[src/rtl/pta_pkg.sv]
// ----------------------------------------------------------------------------
// pta_pkg
// Shared widths, constants, types and the emphasis factor lookup for the
// pixel tint adjust pipeline.
// ----------------------------------------------------------------------------
package pta_pkg;

  localparam int unsigned ChanW   = 8;
  localparam int unsigned NumChan = 3;
  localparam int unsigned BrightW = 12;
  localparam int unsigned FlagW   = 8;
  localparam int unsigned PixW    = 32;
  localparam int unsigned FactorW = 11;
  localparam int unsigned Stages  = 5;

  localparam int unsigned FlagGray   = 0;
  localparam int unsigned FlagEmphLo = 5;

  localparam logic [ChanW-1:0] ChanMax = 8'd255;

  // floor(s / 3) = (s * 683) >> 11 for s <= 765
  localparam logic [9:0]  Div3Mul      = 10'd683;
  localparam int unsigned Div3Shift    = 11;
  // floor(x / 1000) = (x * 536871) >> 29 for x < 2**19
  localparam logic [19:0] Div1000Mul   = 20'd536871;
  localparam int unsigned Div1000Shift = 29;

  // factor after truncating 11/10 and 9/10 steps from 1000
  localparam logic [FactorW-1:0] FactorBase  = 11'd1000;
  localparam logic [FactorW-1:0] FactorD     = 11'd900;
  localparam logic [FactorW-1:0] FactorDD    = 11'd810;
  localparam logic [FactorW-1:0] FactorU     = 11'd1100;
  localparam logic [FactorW-1:0] FactorUD    = 11'd990;
  localparam logic [FactorW-1:0] FactorUDD   = 11'd891;

  // index 2 is red, 1 green, 0 blue, so the vector packs as in ARGB
  typedef logic [NumChan-1:0][ChanW-1:0]   chan_vec_t;
  typedef logic [NumChan-1:0][FactorW-1:0] factor_vec_t;

  typedef struct packed {
    logic load_a;
    logic load_b;
  } lane_en_t;

  // The truncated steps commute for these ratios, so only the own bit and
  // the number of other set bits matter.
  function automatic logic [FactorW-1:0] emph_factor(logic own, logic [1:0] n_other);
    logic [FactorW-1:0] f;
    case ({own, n_other})
      3'b000:  f = FactorBase;
      3'b001:  f = FactorD;
      3'b010:  f = FactorDD;
      3'b100:  f = FactorU;
      3'b101:  f = FactorUD;
      3'b110:  f = FactorUDD;
      default: f = FactorBase;
    endcase
    return f;
  endfunction

endpackage

[src/rtl/pta_chan_lane.sv]
// ----------------------------------------------------------------------------
// pta_chan_lane
// One color channel: alpha premultiply, then brightness scale with
// saturation. Two register stages.
// ----------------------------------------------------------------------------
module pta_chan_lane (
  input  logic                          clk_i,
  input  pta_pkg::lane_en_t             en_i,
  input  logic [pta_pkg::ChanW-1:0]     alpha_i,
  input  logic [pta_pkg::ChanW-1:0]     chan_i,
  input  logic [pta_pkg::BrightW-1:0]   bright_i,
  output logic [pta_pkg::ChanW-1:0]     chan_o
);
  import pta_pkg::*;

  logic [ChanW:0]           alpha_p1;
  logic [2*ChanW:0]         premul;
  logic [ChanW-1:0]         c1_d, c1_q;
  logic [ChanW:0]           c1_p1;
  logic [BrightW+ChanW:0]   bprod;
  logic [BrightW:0]         bscaled;
  logic [ChanW-1:0]         c2_d, c2_q;

  // alpha 255 gives (256 * c) >> 8 = c, so no bypass is needed
  assign alpha_p1 = {1'b0, alpha_i} + (ChanW+1)'(1);
  assign premul   = alpha_p1 * chan_i;
  assign c1_d     = premul[2*ChanW-1:ChanW];

  // brightness 255 gives (255 * (c + 1)) >> 8 = c as well
  assign c1_p1   = {1'b0, c1_q} + (ChanW+1)'(1);
  assign bprod   = bright_i * c1_p1;
  assign bscaled = bprod[BrightW+ChanW:ChanW];
  assign c2_d    = (bscaled > (BrightW+1)'(ChanMax)) ? ChanMax : bscaled[ChanW-1:0];

  always_ff @(posedge clk_i) begin
    if (en_i.load_a) begin
      c1_q <= c1_d;
    end
    if (en_i.load_b) begin
      c2_q <= c2_d;
    end
  end

  assign chan_o = c2_q;

endmodule

[src/rtl/pta_gray_merge.sv]
// ----------------------------------------------------------------------------
// pta_gray_merge
// Merges the three channel lanes: optional grayscale average, and the
// per-channel emphasis factors from the flag bits. One register stage.
// ----------------------------------------------------------------------------
module pta_gray_merge (
  input  logic                        clk_i,
  input  logic                        en_i,
  input  pta_pkg::chan_vec_t          chan_i,
  input  logic [pta_pkg::FlagW-1:0]   flags_i,
  output pta_pkg::chan_vec_t          chan_o,
  output pta_pkg::factor_vec_t        factor_o
);
  import pta_pkg::*;

  logic [ChanW+1:0]         sum;
  logic [2*(ChanW+2)-1:0]   avg_prod;
  logic [ChanW-1:0]         avg;
  logic [NumChan-1:0]       mask;
  chan_vec_t                chan_d, chan_q;
  factor_vec_t              factor_d, factor_q;

  assign sum      = (ChanW+2)'(chan_i[0]) + (ChanW+2)'(chan_i[1]) + (ChanW+2)'(chan_i[2]);
  assign avg_prod = sum * Div3Mul;
  assign avg      = avg_prod[Div3Shift +: ChanW];

  // mask bit 0 is red
  assign mask = flags_i[FlagEmphLo +: NumChan];

  for (genvar k = 0; k < NumChan; k++) begin : g_ch
    logic       own;
    logic [1:0] n_other;

    assign own     = mask[NumChan-1-k];
    assign n_other = 2'(mask[0]) + 2'(mask[1]) + 2'(mask[2]) - 2'(own);
    assign factor_d[k] = emph_factor(own, n_other);
    assign chan_d[k]   = flags_i[FlagGray] ? avg : chan_i[k];
  end

  always_ff @(posedge clk_i) begin
    if (en_i) begin
      chan_q   <= chan_d;
      factor_q <= factor_d;
    end
  end

  assign chan_o   = chan_q;
  assign factor_o = factor_q;

endmodule

[src/rtl/pta_emph_lane.sv]
// ----------------------------------------------------------------------------
// pta_emph_lane
// One color channel: multiply by the emphasis factor, divide by 1000 via
// reciprocal multiply, clamp. Two register stages.
// ----------------------------------------------------------------------------
module pta_emph_lane (
  input  logic                          clk_i,
  input  pta_pkg::lane_en_t             en_i,
  input  logic [pta_pkg::ChanW-1:0]     chan_i,
  input  logic [pta_pkg::FactorW-1:0]   factor_i,
  output logic [pta_pkg::ChanW-1:0]     chan_o
);
  import pta_pkg::*;

  localparam int unsigned ProdW = ChanW + FactorW;
  localparam int unsigned QuotW = ProdW + 20 - Div1000Shift;

  logic [ProdW-1:0]    prod_d, prod_q;
  logic [ProdW+19:0]   recip;
  logic [QuotW-1:0]    quot;
  logic [ChanW-1:0]    chan_d, chan_q;

  assign prod_d = chan_i * factor_i;
  assign recip  = prod_q * Div1000Mul;
  assign quot   = recip[Div1000Shift +: QuotW];
  assign chan_d = (quot > QuotW'(ChanMax)) ? ChanMax : quot[ChanW-1:0];

  always_ff @(posedge clk_i) begin
    if (en_i.load_a) begin
      prod_q <= prod_d;
    end
    if (en_i.load_b) begin
      chan_q <= chan_d;
    end
  end

  assign chan_o = chan_q;

endmodule

[src/rtl/pixel_tint_adjust_unit.sv]
// ----------------------------------------------------------------------------
// pixel_tint_adjust_unit
// ARGB pixel adjust: premultiply, brightness, grayscale, color emphasis.
// Throughput: one request per cycle while stall_i is low; each stage
// advances when it is empty or the stage after it advances, so bubbles
// are squeezed out.
// Reset: asynchronous, active low, clears the stage valid bits only.
// ----------------------------------------------------------------------------
module pixel_tint_adjust_unit (
  input  logic                          clk_i,
  input  logic                          rst_ni,
  input  logic                          valid_i,
  output logic                          stall_o,
  input  logic [pta_pkg::PixW-1:0]      argb_in_i,
  input  logic [pta_pkg::BrightW-1:0]   brightness_i,
  input  logic [pta_pkg::FlagW-1:0]     adjust_flags_i,
  output logic                          valid_o,
  input  logic                          stall_i,
  output logic [pta_pkg::PixW-1:0]      argb_out_o
);
  import pta_pkg::*;

  logic [Stages-1:0]             vld_d, vld_q;
  logic [Stages-1:0]             ready;
  logic [Stages-1:0][ChanW-1:0]  alpha_q;
  logic [BrightW-1:0]            bright_q;
  logic [FlagW-1:0]              flags1_q, flags2_q;
  chan_vec_t                     src_chan, lane_chan, merge_chan, out_chan;
  factor_vec_t                   merge_factor;
  lane_en_t                      front_en, back_en;

  always_comb begin
    ready[Stages-1] = !vld_q[Stages-1] || !stall_i;
    for (int s = Stages - 2; s >= 0; s--) begin
      ready[s] = !vld_q[s] || ready[s+1];
    end
  end

  always_comb begin
    vld_d[0] = ready[0] ? valid_i : vld_q[0];
    for (int s = 1; s < Stages; s++) begin
      vld_d[s] = ready[s] ? vld_q[s-1] : vld_q[s];
    end
  end

  always_ff @(posedge clk_i or negedge rst_ni) begin
    if (!rst_ni) begin
      vld_q <= '0;
    end else begin
      vld_q <= vld_d;
    end
  end

  always_ff @(posedge clk_i) begin
    if (ready[0]) begin
      alpha_q[0] <= argb_in_i[PixW-1 -: ChanW];
      bright_q   <= brightness_i;
      flags1_q   <= adjust_flags_i;
    end
    if (ready[1]) begin
      flags2_q <= flags1_q;
    end
    for (int s = 1; s < Stages; s++) begin
      if (ready[s]) begin
        alpha_q[s] <= alpha_q[s-1];
      end
    end
  end

  assign src_chan = argb_in_i[NumChan*ChanW-1:0];
  assign front_en = '{load_a: ready[0], load_b: ready[1]};
  assign back_en  = '{load_a: ready[3], load_b: ready[4]};

  for (genvar k = 0; k < NumChan; k++) begin : g_lane
    pta_chan_lane u_chan (
      .clk_i    (clk_i),
      .en_i     (front_en),
      .alpha_i  (argb_in_i[PixW-1 -: ChanW]),
      .chan_i   (src_chan[k]),
      .bright_i (bright_q),
      .chan_o   (lane_chan[k])
    );

    pta_emph_lane u_emph (
      .clk_i    (clk_i),
      .en_i     (back_en),
      .chan_i   (merge_chan[k]),
      .factor_i (merge_factor[k]),
      .chan_o   (out_chan[k])
    );
  end

  pta_gray_merge u_merge (
    .clk_i    (clk_i),
    .en_i     (ready[2]),
    .chan_i   (lane_chan),
    .flags_i  (flags2_q),
    .chan_o   (merge_chan),
    .factor_o (merge_factor)
  );

  assign stall_o    = !ready[0];
  assign valid_o    = vld_q[Stages-1];
  assign argb_out_o = {alpha_q[Stages-1], out_chan};

endmodule

[config.mk]
export PLATFORM = sky130hd
export DESIGN_NAME = pixel_tint_adjust_unit
export DESIGN_NICKNAME = d
export VERILOG_FILES = /design/src/rtl/pta_pkg.sv /design/src/rtl/pta_chan_lane.sv /design/src/rtl/pta_gray_merge.sv /design/src/rtl/pta_emph_lane.sv /design/src/rtl/pixel_tint_adjust_unit.sv
export SDC_FILE = /design/constraint.sdc
export NUM_CORES = 2
export LEC_CHECK = 0
export BUFFER_PORTS_ARGS = -buffer_cell sky130_fd_sc_hd__buf_2
export CELL_PAD_IN_SITES_DETAIL_PLACEMENT = 1
export CELL_PAD_IN_SITES_GLOBAL_PLACEMENT = 2
export CORE_MARGIN = 3
export CORE_UTILIZATION = 44
export CTS_CLUSTER_DIAMETER = 100
export DETAILED_ROUTE_END_ITERATION = 10
export PLACE_DENSITY = 0.9
export SYNTH_ARGS = -nofsm -noshare
export SYNTH_HDL_FRONTEND = slang
export SYNTH_HIERARCHICAL = 1
export SYNTH_SLANG_ARGS = --single-unit
export TNS_END_PERCENT = 30
[constraint.sdc]
create_clock -name clk_i -period 9 [get_ports clk_i]
set_input_delay 1.8 -clock clk_i [delete_from_list [all_inputs] [get_ports clk_i]]
set_output_delay 1.8 -clock clk_i [all_outputs]
set_load 0.02 [all_outputs]
==> flow_summary.toml <==
[status]
outcome = "completed"

[timing]
hold_viol_final = 0
sum_of_negative_setup_slack_ps = 0
worst_slew_pin_slew_ps = 1110
setup_violations = 0
max_clock_freq_mhz = 136
min_period_over_period = 0.819
timing_max_transition_violations_final = 0
grt_setup_unrepaired = "no"
max-slew-margin-rel = 0.260
holdWs_ps = 419
post-route-min-period_ps = 7370
final.setup_skew_ps = 22.2

[critical_path]
data_arrival_time_of_the_worst_path_ps = 7700
top_delay_family_on_crit_path = "adder cells"
critPathBufInv = 6
cpMostUsedCell = "sky130_fd_sc_hd__inv_1"
cp-end-kind = "register"
timing.critical_path.fanout_max = 4
critical_path.slowest_cell = "sky130_fd_sc_hd__fa_1"
startpoint_type = "register"
worstSetupPathType = "register to register"
largest_incremental_delay_on_the_critical_path_ps = 510
required_ps = 9330

[detailed_routing]
post_detailed_route_wirelength_per_cell_um = 17.8
viasPerCell = 5.19
drcViolationCount = 0
postRouteAntennaNets = 0
routed-via-count = 35402
finalWirelength_mm = 122
drt_iter0_drc = 1274
drt_pre_antenna_iters = 5

[synth]
post_synth_instance_area_um2 = 51000
warnings_synthesis = 6
postSynthCellCount = 5237
synth_fp_nets = 6945
post_synth.cell_area_avg_um2 = 9.73

[finish]
layout.nets = 6994
fill_cells = 13045
areaGrowthSynthToFinish_pct = 6.41
area_used_by_multi_input_combinational_logic_um2 = 38700
ff_latch_area_um2 = 7390
post_route_cells_drive_above_1_share = 0.0497

[global_route]
first_global_vias = 40420
busiest_layer_in_global_routing = "met2"
antenna_found_initial = 7
grt_pass1_wl_mm = 206
grt_max_degree = 62
grt_util_met2 = 0.394
grt_met1_usage = 0.258
gr-usage-met3 = 0.0195
grt_overflow_total = 0
grtUsageTotal = 0.209

[floorplanning]
dieWidth_um = 346
core_um2 = 115000
placementRows = 124
starting_density_of_the_core = 0.445
num_io_pins = 90
design.die.area_um2 = 120000
die-height_um = 346

[clock_network]
cts.sinks = 247
post_cts_hold_buffer_count = 0
clkSlewWorstSetupHoldPaths_ps = 60
tritoncts_clock_tree = "done"
post_cts.resized_instances = 0
cts.htree.levels = 2
max-clock-path-buffers = 3
numCtsBuffers = 35
post_cts_buffers = 0
cts_root_buffer = "sky130_fd_sc_hd__clkbuf_16"
worst_skew_pair_later_pin_latency_ps = 590

[run]
number_of_max_cap_violations = 0

[placed_design]
gp_congestion = 0.845
portBuffers = 85
post-dp-hpwl_mm = 102

[worst_hold_path]
hp-class = "register to register"
[layer usage]
layer | vias to the layer above | wire length (um)
li1 | 16841 | -
met4 | 12 | 2480
met3 | 146 | 2950
met1 | 18025 | 52400
met2 | 378 | 63600
met5 | - | 80
[final cells by class]
type,instances,area share
Multi-Input combinational cell,3710,0.714
Sequential cell,247,0.136
Inverter,1182,0.0818
Tap cell,1512,0.0349
Clock buffer,37,0.0163
Timing Repair Buffer,110,0.0113
Clock inverter,26,0.00508
Antenna cell,1,0.0000461
[worst paths after layout]
check	from	cells after the start	slack, ps	to
max	g_lane[1].u_chan/chan_o[0]	31	1630	u_merge/chan_o[7]
min	alpha_q[9]	0	420	alpha_q[17]
max reg2reg	g_lane[1].u_chan/chan_o[0]	31	1630	u_merge/chan_o[7]
min reg2reg	alpha_q[9]	0	420	alpha_q[17]
max in group asynchronous	rst_ni	1	7860	vld_q[2]
min in group asynchronous	rst_ni	1	1010	vld_q[1]
[stage by stage]
step / worst slack (ps) / instances / instance area, um^2 / util
after global placement: 1480 / 6761 / 53100 / 0.463
after detailed placement: 1360 / 6761 / 53100 / 0.463
final: 1630 / 6825 / 54200 / 0.473
after floorplan: 2460 / 5237 / 51000 / -
after global routing: 1020 / 6824 / 54200 / 0.473
after CTS: 1640 / 6824 / 54200 / 0.473
[flip-flops by register name, indices dropped and copies added, names as in the netlist]
name	count
vld_q	5
bright_q	12
g_lane.u_emph/chan_o	24
g_lane.u_chan/c1_q	24
g_lane.u_emph/prod_q	57
argb_out_o	8
g_lane.u_chan/chan_o	24
u_merge/chan_o	24
alpha_q	32
u_merge/factor_o	29
flags2_q	4
flags1_q	4
[placed cells by master, fill, tap and decap left out, types with 17 or more instances in the layout]
master	n
sky130_fd_sc_hd__edfxtp_1	242
sky130_fd_sc_hd__o21bai_1	17
sky130_fd_sc_hd__o21ai_1	20
sky130_fd_sc_hd__o21a_1	19
sky130_fd_sc_hd__o21ai_0	89
sky130_fd_sc_hd__nand4_1	43
sky130_fd_sc_hd__inv_1	1180
sky130_fd_sc_hd__ha_1	894
sky130_fd_sc_hd__or2_2	17
sky130_fd_sc_hd__clkbuf_16	35
sky130_fd_sc_hd__a21oi_1	136
sky130_fd_sc_hd__buf_2	85
sky130_fd_sc_hd__nand3_1	69
sky130_fd_sc_hd__nor3_1	43
sky130_fd_sc_hd__nor2b_1	123
sky130_fd_sc_hd__buf_4	25
sky130_fd_sc_hd__nor2_1	131
sky130_fd_sc_hd__nand2_1	448
sky130_fd_sc_hd__fa_1	758
sky130_fd_sc_hd__a211oi_1	23
sky130_fd_sc_hd__and3_1	37
sky130_fd_sc_hd__xnor2_1	98
sky130_fd_sc_hd__a21o_1	57
sky130_fd_sc_hd__nand2b_1	68
sky130_fd_sc_hd__xor2_1	72
sky130_fd_sc_hd__and2_1	304
Power is left out: the tool's default activity adds up to more than one toggle a clock period on the data nets, which glitch-free logic cannot reach.
